### config.mk
export PLATFORM = sky130hd
export DESIGN_NAME = lattice_fourier_mode_accumulator
export DESIGN_NICKNAME = d
export VERILOG_FILES = /design/src/hdl/lfma_pkg.sv /design/src/hdl/lattice_fourier_mode_accumulator.sv
export SDC_FILE = /design/constraint.sdc
export NUM_CORES = 1
export LEC_CHECK = 0
export ABC_AREA = 1
export ABC_CLOCK_PERIOD_IN_PS = 21000
export BUFFER_PORTS_ARGS = -buffer_cell sky130_fd_sc_hd__buf_2
export CORE_UTILIZATION = 30
export DETAILED_ROUTE_END_ITERATION = 10
export PLACE_DENSITY = 0.44
export SLEW_MARGIN = 10
export SYNTH_ARGS = -nofsm -noshare
export SYNTH_HDL_FRONTEND = slang
export SYNTH_SLANG_ARGS = --single-unit
### constraint.sdc
create_clock -name i_clk -period 21 [get_ports i_clk]
set_input_delay 0 -clock i_clk [delete_from_list [all_inputs] [get_ports i_clk]]
set_output_delay 0 -clock i_clk [all_outputs]
set_load 0.05 [all_outputs]
### src/hdl/lfma_pkg.sv
// lattice fourier mode accumulator: shared types, constants and the trig table
`timescale 1ns / 1ps

package lfma_pkg;

    localparam int POS_W     = 5;
    localparam int WAVE_W    = 4;
    localparam int CHARGE_W  = 4;
    localparam int PHASE_W   = 5;
    localparam int TRIG_W    = 16;
    localparam int DENSITY_W = 32;
    localparam int QSUM_W    = 36;
    localparam int PROD_W    = TRIG_W + CHARGE_W;
    localparam int CFG_IDX_W = 2;

    localparam logic [CFG_IDX_W-1:0] CFG_WAVE_X = 2'd0;
    localparam logic [CFG_IDX_W-1:0] CFG_WAVE_Y = 2'd1;
    localparam logic [CFG_IDX_W-1:0] CFG_WAVE_Z = 2'd2;

    typedef logic signed [TRIG_W-1:0] t_trig;

    typedef struct packed {
        t_trig cos_val;
        t_trig sin_val;
    } t_trig_pair;

    // cos of k * pi/16 for k in 0..8, q1.14 rounded half away from zero
    function automatic t_trig quarter_wave(input logic [3:0] k);
        t_trig v;
        unique case (k)
            4'd0:    v = 16'sd16384;
            4'd1:    v = 16'sd16069;
            4'd2:    v = 16'sd15137;
            4'd3:    v = 16'sd13623;
            4'd4:    v = 16'sd11585;
            4'd5:    v = 16'sd9102;
            4'd6:    v = 16'sd6270;
            4'd7:    v = 16'sd3196;
            default: v = 16'sd0;
        endcase
        return v;
    endfunction

    // cos and sin of 2*pi*idx/32 built from the quarter wave by quadrant symmetry
    function automatic t_trig_pair trig_lookup(input logic [PHASE_W-1:0] idx);
        t_trig_pair  p;
        logic [3:0]  r;
        logic [3:0]  rc;
        t_trig       a;
        t_trig       b;
        r  = {1'b0, idx[2:0]};
        rc = 4'd8 - r;
        a  = quarter_wave(r);
        b  = quarter_wave(rc);
        unique case (idx[4:3])
            2'd0: begin
                p.cos_val = a;
                p.sin_val = b;
            end
            2'd1: begin
                p.cos_val = -b;
                p.sin_val = a;
            end
            2'd2: begin
                p.cos_val = -a;
                p.sin_val = -b;
            end
            default: begin
                p.cos_val = b;
                p.sin_val = -a;
            end
        endcase
        return p;
    endfunction

endpackage

### src/hdl/lattice_fourier_mode_accumulator.sv
// lattice fourier mode accumulator: top level with input stage, accumulators and result register
`timescale 1ns / 1ps

// Streams particles and sums the Fourier mode of the set at one wave vector.
// Config channel: i_cfg_valid/o_cfg_ready with i_cfg_index (0 wave_x, 1 wave_y,
// 2 wave_z, others ignored) and i_cfg_data; o_cfg_ready is always high. Write
// only while no particle is in flight.
// Input channel: one particle per beat (position, 4-bit signed charge, last
// flag), taken when i_in_valid is high and o_in_stall is low.
// Output channel: one beat per set, on the particle that carries the last
// flag, holding the four sums; taken when o_out_valid is high and i_out_stall
// is low. Particles without the last flag give no beat.
// Throughput is one particle per cycle. The phase index, table lookup, charge
// multiply and four adds sit between the input register and the accumulators.
// A last particle's sums go from the input register, through the accumulator
// adds, into the result register that drives the output. A stalled result
// holds; non-last particles keep flowing, and o_in_stall rises only when a
// last particle waits on a full result register.
// Reset clears wave registers, accumulators and both valid flags.

module lattice_fourier_mode_accumulator (
    input  logic                                    i_clk,
    input  logic                                    i_rst_n,
    input  logic                                    i_cfg_valid,
    output logic                                    o_cfg_ready,
    input  logic [lfma_pkg::CFG_IDX_W-1:0]          i_cfg_index,
    input  logic [lfma_pkg::WAVE_W-1:0]             i_cfg_data,
    input  logic                                    i_in_valid,
    output logic                                    o_in_stall,
    input  logic [lfma_pkg::POS_W-1:0]              i_pos_x,
    input  logic [lfma_pkg::POS_W-1:0]              i_pos_y,
    input  logic [lfma_pkg::POS_W-1:0]              i_pos_z,
    input  logic signed [lfma_pkg::CHARGE_W-1:0]    i_charge,
    input  logic                                    i_last_particle,
    output logic                                    o_out_valid,
    input  logic                                    i_out_stall,
    output logic signed [lfma_pkg::DENSITY_W-1:0]   o_density_re,
    output logic signed [lfma_pkg::DENSITY_W-1:0]   o_density_im,
    output logic signed [lfma_pkg::QSUM_W-1:0]      o_charge_re,
    output logic signed [lfma_pkg::QSUM_W-1:0]      o_charge_im
);

    logic [lfma_pkg::WAVE_W-1:0]            r_wave_x;
    logic [lfma_pkg::WAVE_W-1:0]            r_wave_y;
    logic [lfma_pkg::WAVE_W-1:0]            r_wave_z;

    logic                                   r_vld;
    logic [lfma_pkg::POS_W-1:0]             r_pos_x;
    logic [lfma_pkg::POS_W-1:0]             r_pos_y;
    logic [lfma_pkg::POS_W-1:0]             r_pos_z;
    logic signed [lfma_pkg::CHARGE_W-1:0]   r_charge;
    logic                                   r_last;

    logic signed [lfma_pkg::DENSITY_W-1:0]  r_acc_dre;
    logic signed [lfma_pkg::DENSITY_W-1:0]  r_acc_dim;
    logic signed [lfma_pkg::QSUM_W-1:0]     r_acc_qre;
    logic signed [lfma_pkg::QSUM_W-1:0]     r_acc_qim;

    logic                                   r_out_vld;
    logic signed [lfma_pkg::DENSITY_W-1:0]  r_out_dre;
    logic signed [lfma_pkg::DENSITY_W-1:0]  r_out_dim;
    logic signed [lfma_pkg::QSUM_W-1:0]     r_out_qre;
    logic signed [lfma_pkg::QSUM_W-1:0]     r_out_qim;

    logic                                   in_accept;
    logic                                   out_accept;
    logic                                   adv;
    logic                                   load_out;

    logic [2*lfma_pkg::POS_W-1:0]           prod_x;
    logic [2*lfma_pkg::POS_W-1:0]           prod_y;
    logic [2*lfma_pkg::POS_W-1:0]           prod_z;
    logic [2*lfma_pkg::POS_W+1:0]           phase_sum;
    logic [lfma_pkg::PHASE_W-1:0]           phase_idx;
    lfma_pkg::t_trig_pair                   trig;
    logic signed [lfma_pkg::PROD_W-1:0]     qcos;
    logic signed [lfma_pkg::PROD_W-1:0]     qsin;

    logic signed [lfma_pkg::DENSITY_W-1:0]  n_sum_dre;
    logic signed [lfma_pkg::DENSITY_W-1:0]  n_sum_dim;
    logic signed [lfma_pkg::QSUM_W-1:0]     n_sum_qre;
    logic signed [lfma_pkg::QSUM_W-1:0]     n_sum_qim;

    // handshake
    assign o_cfg_ready = 1'b1;
    assign out_accept  = r_out_vld && !i_out_stall;
    assign adv         = r_vld && (!r_last || !r_out_vld || !i_out_stall);
    assign load_out    = adv && r_last;
    assign o_in_stall  = r_vld && !adv;
    assign in_accept   = i_in_valid && !o_in_stall;

    // phase index mod 32
    always_comb begin
        prod_x    = {{lfma_pkg::POS_W-lfma_pkg::WAVE_W{1'b0}}, r_wave_x} * r_pos_x;
        prod_y    = {{lfma_pkg::POS_W-lfma_pkg::WAVE_W{1'b0}}, r_wave_y} * r_pos_y;
        prod_z    = {{lfma_pkg::POS_W-lfma_pkg::WAVE_W{1'b0}}, r_wave_z} * r_pos_z;
        phase_sum = {2'b00, prod_x} + {2'b00, prod_y} + {2'b00, prod_z};
        phase_idx = phase_sum[lfma_pkg::PHASE_W-1:0];
        trig      = lfma_pkg::trig_lookup(phase_idx);
        qcos      = r_charge * trig.cos_val;
        qsin      = r_charge * trig.sin_val;
        n_sum_dre = r_acc_dre + lfma_pkg::DENSITY_W'(trig.cos_val);
        n_sum_dim = r_acc_dim + lfma_pkg::DENSITY_W'(trig.sin_val);
        n_sum_qre = r_acc_qre + lfma_pkg::QSUM_W'(qcos);
        n_sum_qim = r_acc_qim + lfma_pkg::QSUM_W'(qsin);
    end

    // config registers
    always_ff @(posedge i_clk) begin
        if (!i_rst_n) begin
            r_wave_x <= '0;
            r_wave_y <= '0;
            r_wave_z <= '0;
        end else if (i_cfg_valid && o_cfg_ready) begin
            unique case (i_cfg_index)
                lfma_pkg::CFG_WAVE_X: r_wave_x <= i_cfg_data;
                lfma_pkg::CFG_WAVE_Y: r_wave_y <= i_cfg_data;
                lfma_pkg::CFG_WAVE_Z: r_wave_z <= i_cfg_data;
                default: ;
            endcase
        end
    end

    // control and accumulators
    always_ff @(posedge i_clk) begin
        if (!i_rst_n) begin
            r_vld     <= 1'b0;
            r_out_vld <= 1'b0;
            r_acc_dre <= '0;
            r_acc_dim <= '0;
            r_acc_qre <= '0;
            r_acc_qim <= '0;
        end else begin
            if (in_accept) begin
                r_vld <= 1'b1;
            end else if (adv) begin
                r_vld <= 1'b0;
            end
            if (load_out) begin
                r_out_vld <= 1'b1;
            end else if (out_accept) begin
                r_out_vld <= 1'b0;
            end
            if (load_out) begin
                r_acc_dre <= '0;
                r_acc_dim <= '0;
                r_acc_qre <= '0;
                r_acc_qim <= '0;
            end else if (adv) begin
                r_acc_dre <= n_sum_dre;
                r_acc_dim <= n_sum_dim;
                r_acc_qre <= n_sum_qre;
                r_acc_qim <= n_sum_qim;
            end
        end
    end

    // payload registers
    always_ff @(posedge i_clk) begin
        if (in_accept) begin
            r_pos_x  <= i_pos_x;
            r_pos_y  <= i_pos_y;
            r_pos_z  <= i_pos_z;
            r_charge <= i_charge;
            r_last   <= i_last_particle;
        end
        if (load_out) begin
            r_out_dre <= n_sum_dre;
            r_out_dim <= n_sum_dim;
            r_out_qre <= n_sum_qre;
            r_out_qim <= n_sum_qim;
        end
    end

    assign o_out_valid  = r_out_vld;
    assign o_density_re = r_out_dre;
    assign o_density_im = r_out_dim;
    assign o_charge_re  = r_out_qre;
    assign o_charge_im  = r_out_qim;

    // checks
    a_clear_after_last: assert property (@(posedge i_clk) disable iff (!i_rst_n)
        load_out |=> (r_acc_dre == '0 && r_acc_dim == '0 && r_acc_qre == '0 && r_acc_qim == '0))
        else $error("accumulators not cleared after last particle");

    a_stall_cause: assert property (@(posedge i_clk) disable iff (!i_rst_n)
        o_in_stall |-> (r_vld && r_last && r_out_vld && i_out_stall))
        else $error("input stalled without a blocked last particle");

    a_result_loaded: assert property (@(posedge i_clk) disable iff (!i_rst_n)
        load_out |=> o_out_valid)
        else $error("result beat missing after last particle");

    a_acc_idle_hold: assert property (@(posedge i_clk) disable iff (!i_rst_n)
        !r_vld |=> ($stable(r_acc_dre) && $stable(r_acc_qre)))
        else $error("accumulators changed with no particle");

endmodule

Word level (Yosys, flattened, before mapping)
Memory sizes are Yosys's and may differ from the RTL's.
Cells that the tools add are included.
Widths: inputs -> output; s select.
{"block": "totals", "regBits": 306, "romBits": 240, "in_bits": 31, "output_inout_bits": 139, "word_cells": 65, "mem_count": 2}
{"memory": "(no name shown)", "words": 8, "word_bits": 15, "read_ports": 1, "rd_ports_with_merged_regs": 0, "wr": 0, "line": "lfma_pkg.sv:30", "text": "unique case (k)"}
{"memory": "(no name shown)", "words": 8, "word_bits": 15, "read_ports": 1, "rd_ports_with_merged_regs": 0, "wr": 0, "line": "lfma_pkg.sv:30"}
{"block": "op_classes", "add_sub_neg": 9, "n_mul": 5, "eq_ne": 4, "mux": 6, "bitwise": 1, "reduce_logical": 20}
{"operator": "$pmux 32 s3", "count": 1}
{"operator": "$add 36x20->36", "count": 2}
{"operator": "$add 32x16->32", "count": 2}
{"operator": "$mul 4x16->20", "count": 2}
{"operator": "$neg 16->16", "count": 2}
{"operator": "$mux 16", "count": 1}
{"operator": "$mul 4x5->5", "count": 3}
{"operator": "$add 5x5->5", "count": 2}
{"operator": "$reduce_and 2->1", "count": 3}
{"operator": "$logic_and 1x1->1", "count": 5}
{"operator": "$logic_not 1->1", "count": 5}
{"operator": "$eq 2x1->1 const B", "count": 2}
{"operator": "$eq 2x2->1 const B", "count": 2}
{"operator": "$logic_not 2->1", "count": 2}
{"operator": "$mux 1", "count": 4}
{"operator": "$reduce_bool 2->1", "count": 2}
{"operator": "$sub 4x3->4 const A", "count": 1}
{"operator": "$logic_or 1x1->1", "count": 2}
{"operator": "$reduce_or 2->1", "count": 1}
{"operator": "$not 1->1", "count": 1}

Logic depth before layout (Yosys ltp)
An unclocked memory read counts as a cell.
{"block": "depth", "word_depth": 10, "depth_mapped": 53, "mapped_depth_nobuf": 53}

Worst setup path before layout
Ideal clock, no wire load.
{"block": "synth_path", "path_kind": "register to register", "from": "register r_pos_x[0] in the netlist's numbering", "to": "register r_out_qre (netlist bit o_charge_re[35]), data pin", "setup_ns": 0.256, "t_arrival_ns": 8.528, "required_time_ns": 20.744, "setup_slack_ns": 12.216, "path_stages_with_launch": 46, "n_path_buf": 2, "synth_period_minus_slack_ns": 8.784, "path_cell_list": "edfxtp_1 > nand2_1 > inv_1 > fa_1 > inv_1 > fa_1 > inv_1 > fa_1 > inv_1 > fa_1 > fa_1 > fa_1 > nand2_1 > inv_1 > nor2_1 > nand3_1 > nand2_1 > nand2_1 > [... 10 more ...] > inv_1 > nor2_1 > o21bai_1 > ha_1 > clkbuf_1 > fa_1 > fa_1 > ha_1 > a21oi_1 > inv_1 > a31oi_1 > o21ai_0 > a21oi_1 > nand3_1 > xor2_1 > inv_1 > nand2_1 > nand2_1"}
{"block": "synth_between", "elab_chain_len": 10, "word_cells_on_any_way": 15, "cone_classes": "add/sub: 6; mul: 2; eq/ne: 2; mux: 2; reduce/logical: 1; memory: 2"}
{"item": "start, declared", "line": "lattice_fourier_mode_accumulator.sv:48", "text": "logic [lfma_pkg::POS_W-1:0] r_pos_x;"}
{"item": "start signal, assigned", "line": "lattice_fourier_mode_accumulator.sv:161", "text": "r_pos_x <= i_pos_x;"}
{"item": "$mul 4x5->5 (*)", "line": "lattice_fourier_mode_accumulator.sv:94", "text": "prod_x = {{lfma_pkg::POS_W-lfma_pkg::WAVE_W{1'b0}}, r_wave_x} * r_pos_x;"}
{"item": "$add 5x5->5 (*) (2 in a row)", "line": "lattice_fourier_mode_accumulator.sv:97", "text": "phase_sum = {2'b00, prod_x} + {2'b00, prod_y} + {2'b00, prod_z};"}
{"item": "$sub 4x3->4", "line": "lfma_pkg.sv:52", "text": "rc = 4'd8 - r;"}
{"item": "$mem_v2 8x15"}
{"item": "$mux 16", "line": "lfma_pkg.sv:30"}
{"item": "$neg 16->16", "line": "lfma_pkg.sv:61", "text": "p.cos_val = -b;"}
{"item": "$pmux 32 s3 (*)", "line": "lfma_pkg.sv:55", "text": "unique case (idx[4:3])"}
{"item": "$mul 4x16->20 (*)", "line": "lattice_fourier_mode_accumulator.sv:100", "text": "qcos = r_charge * trig.cos_val;"}
{"item": "$add 36x20->36 (*)", "line": "lattice_fourier_mode_accumulator.sv:104", "text": "n_sum_qre = r_acc_qre + lfma_pkg::QSUM_W'(qcos);"}
{"item": "net n_sum_qre, one bit", "line": "lattice_fourier_mode_accumulator.sv:81", "text": "logic signed [lfma_pkg::QSUM_W-1:0] n_sum_qre;"}
{"item": "end signal, assigned", "line": "lattice_fourier_mode_accumulator.sv:170", "text": "r_out_qre <= n_sum_qre;"}
{"item": "end, declared", "line": "lattice_fourier_mode_accumulator.sv:62", "text": "logic signed [lfma_pkg::QSUM_W-1:0] r_out_qre;"}
The timed path passes the listed nets; every way through them passes the cells marked *.
A chain may end at the register's enable or synchronous reset.

Final worst setup path
Ends and elaborated chain as after synthesis.

==> impl_results.md <==
* Worst-margin pin slew at 1.06 ns
* Vias per cell at 4.56
* R2R cell count at 37
* Clk_lat worst skew at ~0.59 ns
* Register bit total from synthesis at 306
* Fin util at a little over a third
* Routed length per instance at ~17 um
* DIE HEIGHT at slightly below 300 um
* TritonRoute pass-1 iters at 5
* CTS tree: built
* Pin count of the biggest net entering global routing at 85
* Yosys cell types at 55
* R2R Path End: o_charge_re[35]
* Initial antenna violation count at 3
* Hold WC Path Type: primary input to register
* Unrepaired setup endpoints after global routing: false
* Post-DP HPWL at 57800 um
* Element type at the critical path end: register
* Most frequent cells in the layout: inv_1 (589), nand2_1 (507), nor2_1 (486)
* Layout area overhead at 15.5%
* Starting Density at a little under a third
* Post-synth top area cell: edfxtp_1
* EDFF count, synth at 156
* Vias in the first global route at about 21000
* Rows at approximately 110
* Commonest non-fill, non-tap cell in the layout: inv_1
* Vias at between 20000 and 25000
* Hold EP: r_pos_z[4]
* Global-route wire length before repair at about 120000 um
* Critical Path Source: r_pos_x[0]
* Cells after Synth at 3218
* Syn_nets at 3667
* Final clock skew at 0.0346 ns
* Total GRT Usage at 17.7%
* TNS Setup at 0 ns
* DRC Markers at 0
* Clock Sinks at ~310
* Mapped Area at 25700 um2
* RePlAce Congestion at 0.888
* GRT Residual Overflow at 0
* Die Wd at approximately 290 um
* DR iter-0 viols at ~1000
* Max-Cap Viols at 0
* Mean Syn Cell Area at around 8 um2
* Slew HR at 29.3%
* Critical Path RT at about 21 ns
* Yosys warns at 0
* Hold Crit Depth at 2
* N_diodes at 0
* Area contributors post-synth: edfxtp_1 (18%), fa_1 (14%), dfxtp_1 (12%)
* Post-CTS setup buffers at 0
* Asr flop ratio synth at 0%
* CP peak stage delay at 1.02 ns
* CP max-delay cell: fa_1
* I/O Buffers at ~170
* Worst EP arrival at 11.17 ns
* Final Hold Viols at 0
* Final setup vio count at 0
* Crit share post-route at 51.7%
* Clk slew on worst S/H paths at about 0.05 ns
* Worst Hold Launch: i_pos_z[4]
* Minimum hold slack at 0.135 ns
* Sequential share of the synthesized area at about 30%
* Number of routed nets with antenna violations at 0
* # IOs at between 150 and 200
* Root Buffer: clkbuf_16
* Most used cell, CP: inv_1
* Crit-path max FO at 20
* Max H-tree Level at 2
* Layout cells sized above 1 at a little under a tenth
* Die area at just under 90000 um2
* Worst r2r src: r_pos_x[0]
* Worst Setup Start Kind: register
* Clock Path Buffers at 3
* CTS buffer count at 43
* Critical path class: register to register
* Crit path time final at ~11 ns
* Synth Flop Type: edfxtp_1
* Core area at about 84000 um2
* FMAX at 92.0 MHz
* WL final at 75700 um
* Slew Limit Fails at 0
* Final nets at around 3900
* Register-to-register setup slack at 10.14 ns
* Area share of the largest cell type after synthesis at 18.2%
* Outcome: finished clean
-- metrics by stage --
step	instances	setup slack [ns]	instance area, um2
5_1_grt	4586	9.16	29700
3_3_place_gp	4465	10.03	27800
2_1_floorplan	3218	12.22	25700
6_report	4586	10.14	29700
4_1_cts	4586	10.03	29700
3_5_place_dp	4465	10.08	27800
-- state kept, by name, indices dropped and copies added (netlist names), 4 cells and up --
register      count
r_wave_x          4
r_pos_x           5
r_charge          4
r_acc_dim        32
r_pos_y           5
o_density_im     32
r_acc_dre        32
o_density_re     32
r_acc_qim        36
o_charge_re      36
o_charge_im      36
r_acc_qre        36
r_wave_y          4
r_wave_z          4
r_pos_z           5
-- area by class of cell --
cell class                      instances  area (um2)
Tap cell                             1134        1420
Clock buffer                           53        1160
Clock inverter                         27         317
Inverter                              610        2300
Timing Repair Buffer                  223        1360
Fill cell                            8929       54500
Sequential cell                       306        7690
Multi-Input combinational cell       2233       15500
-- cell usage after synthesis, drive strengths merged (2+ instances only) --
master     n
o2111ai    8
a21o      18
a21boi     8
xor2     101
nand3b     5
fa       183
a21oi    174
nor2     493
ha       235
nand3     86
and3       2
a31oi     11
o221ai     7
edfxtp   156
o21bai    20
inv      609
o21ai    240
or2        6
a221oi     2
nor4      10
dfxtp    150
xnor2     37
buf       11
o21a       6
nand2    517
nand4     23
clkbuf    58
a22oi      2
nor3      21
o211ai    11
-- worst max-delay path by stage --
stage | to | slack [ns] | cells after the start
after detailed placement | o_charge_re[35] | 10.08 | 37
after global routing | r_acc_qre[35] | 9.16 | 49
after CTS | o_charge_re[35] | 10.03 | 37
after floorplan | o_charge_re[35] | 12.22 | 45
after global placement | o_charge_re[35] | 10.03 | 37
final | o_charge_re[35] | 10.14 | 37
-- kinds of logic (layout without fill, tap and decap cells) --
kind of cell / after synthesis / in the layout / share of synthesized area (%)
AND/OR/NAND/NOR: 1165 / 1165 / 18.3
adder cells (fa/ha/maj): 418 / 418 / 25.7
buffers and inverters: 679 / 913 / 10.0
AO/OA/AOI/OAI: 511 / 511 / 11.3
flip-flops: 306 / 306 / 29.9
other: 1 / 1 / 0.0146
XOR/XNOR: 138 / 138 / 4.70
-- layer usage --
layer  GRT usage [%]  vias up  wire, um
li1                -    10600         -
met1            23.6     9853     35400
met2            29.9      352     35300
met3            2.32       79      3100
met4            4.90        0      1980
met5               0        -         0
-- worst max-delay path: cells and delay by family, from the launching register on --
family / cells / cell delay (ns)
AOI/OAI and AO/OA: 1 / 0.17
buffers and inverters: 12 / 1.59
adders and majority gates: 10 / 5.83
xor gates and xnor gates: 1 / 0.23
DFF: 1 / 0.42
and+or+nand+nor: 13 / 2.31
-- repair_timing --
item,4_1_cts,5_1_grt
setup endpoints to repair,0,0
resized for setup,0,0
hold endpoints to repair,34,0
hold buffers,41,0
Power is not shown: default switching activity piles up to over one toggle a cycle in this logic, so the estimate is an artifact.
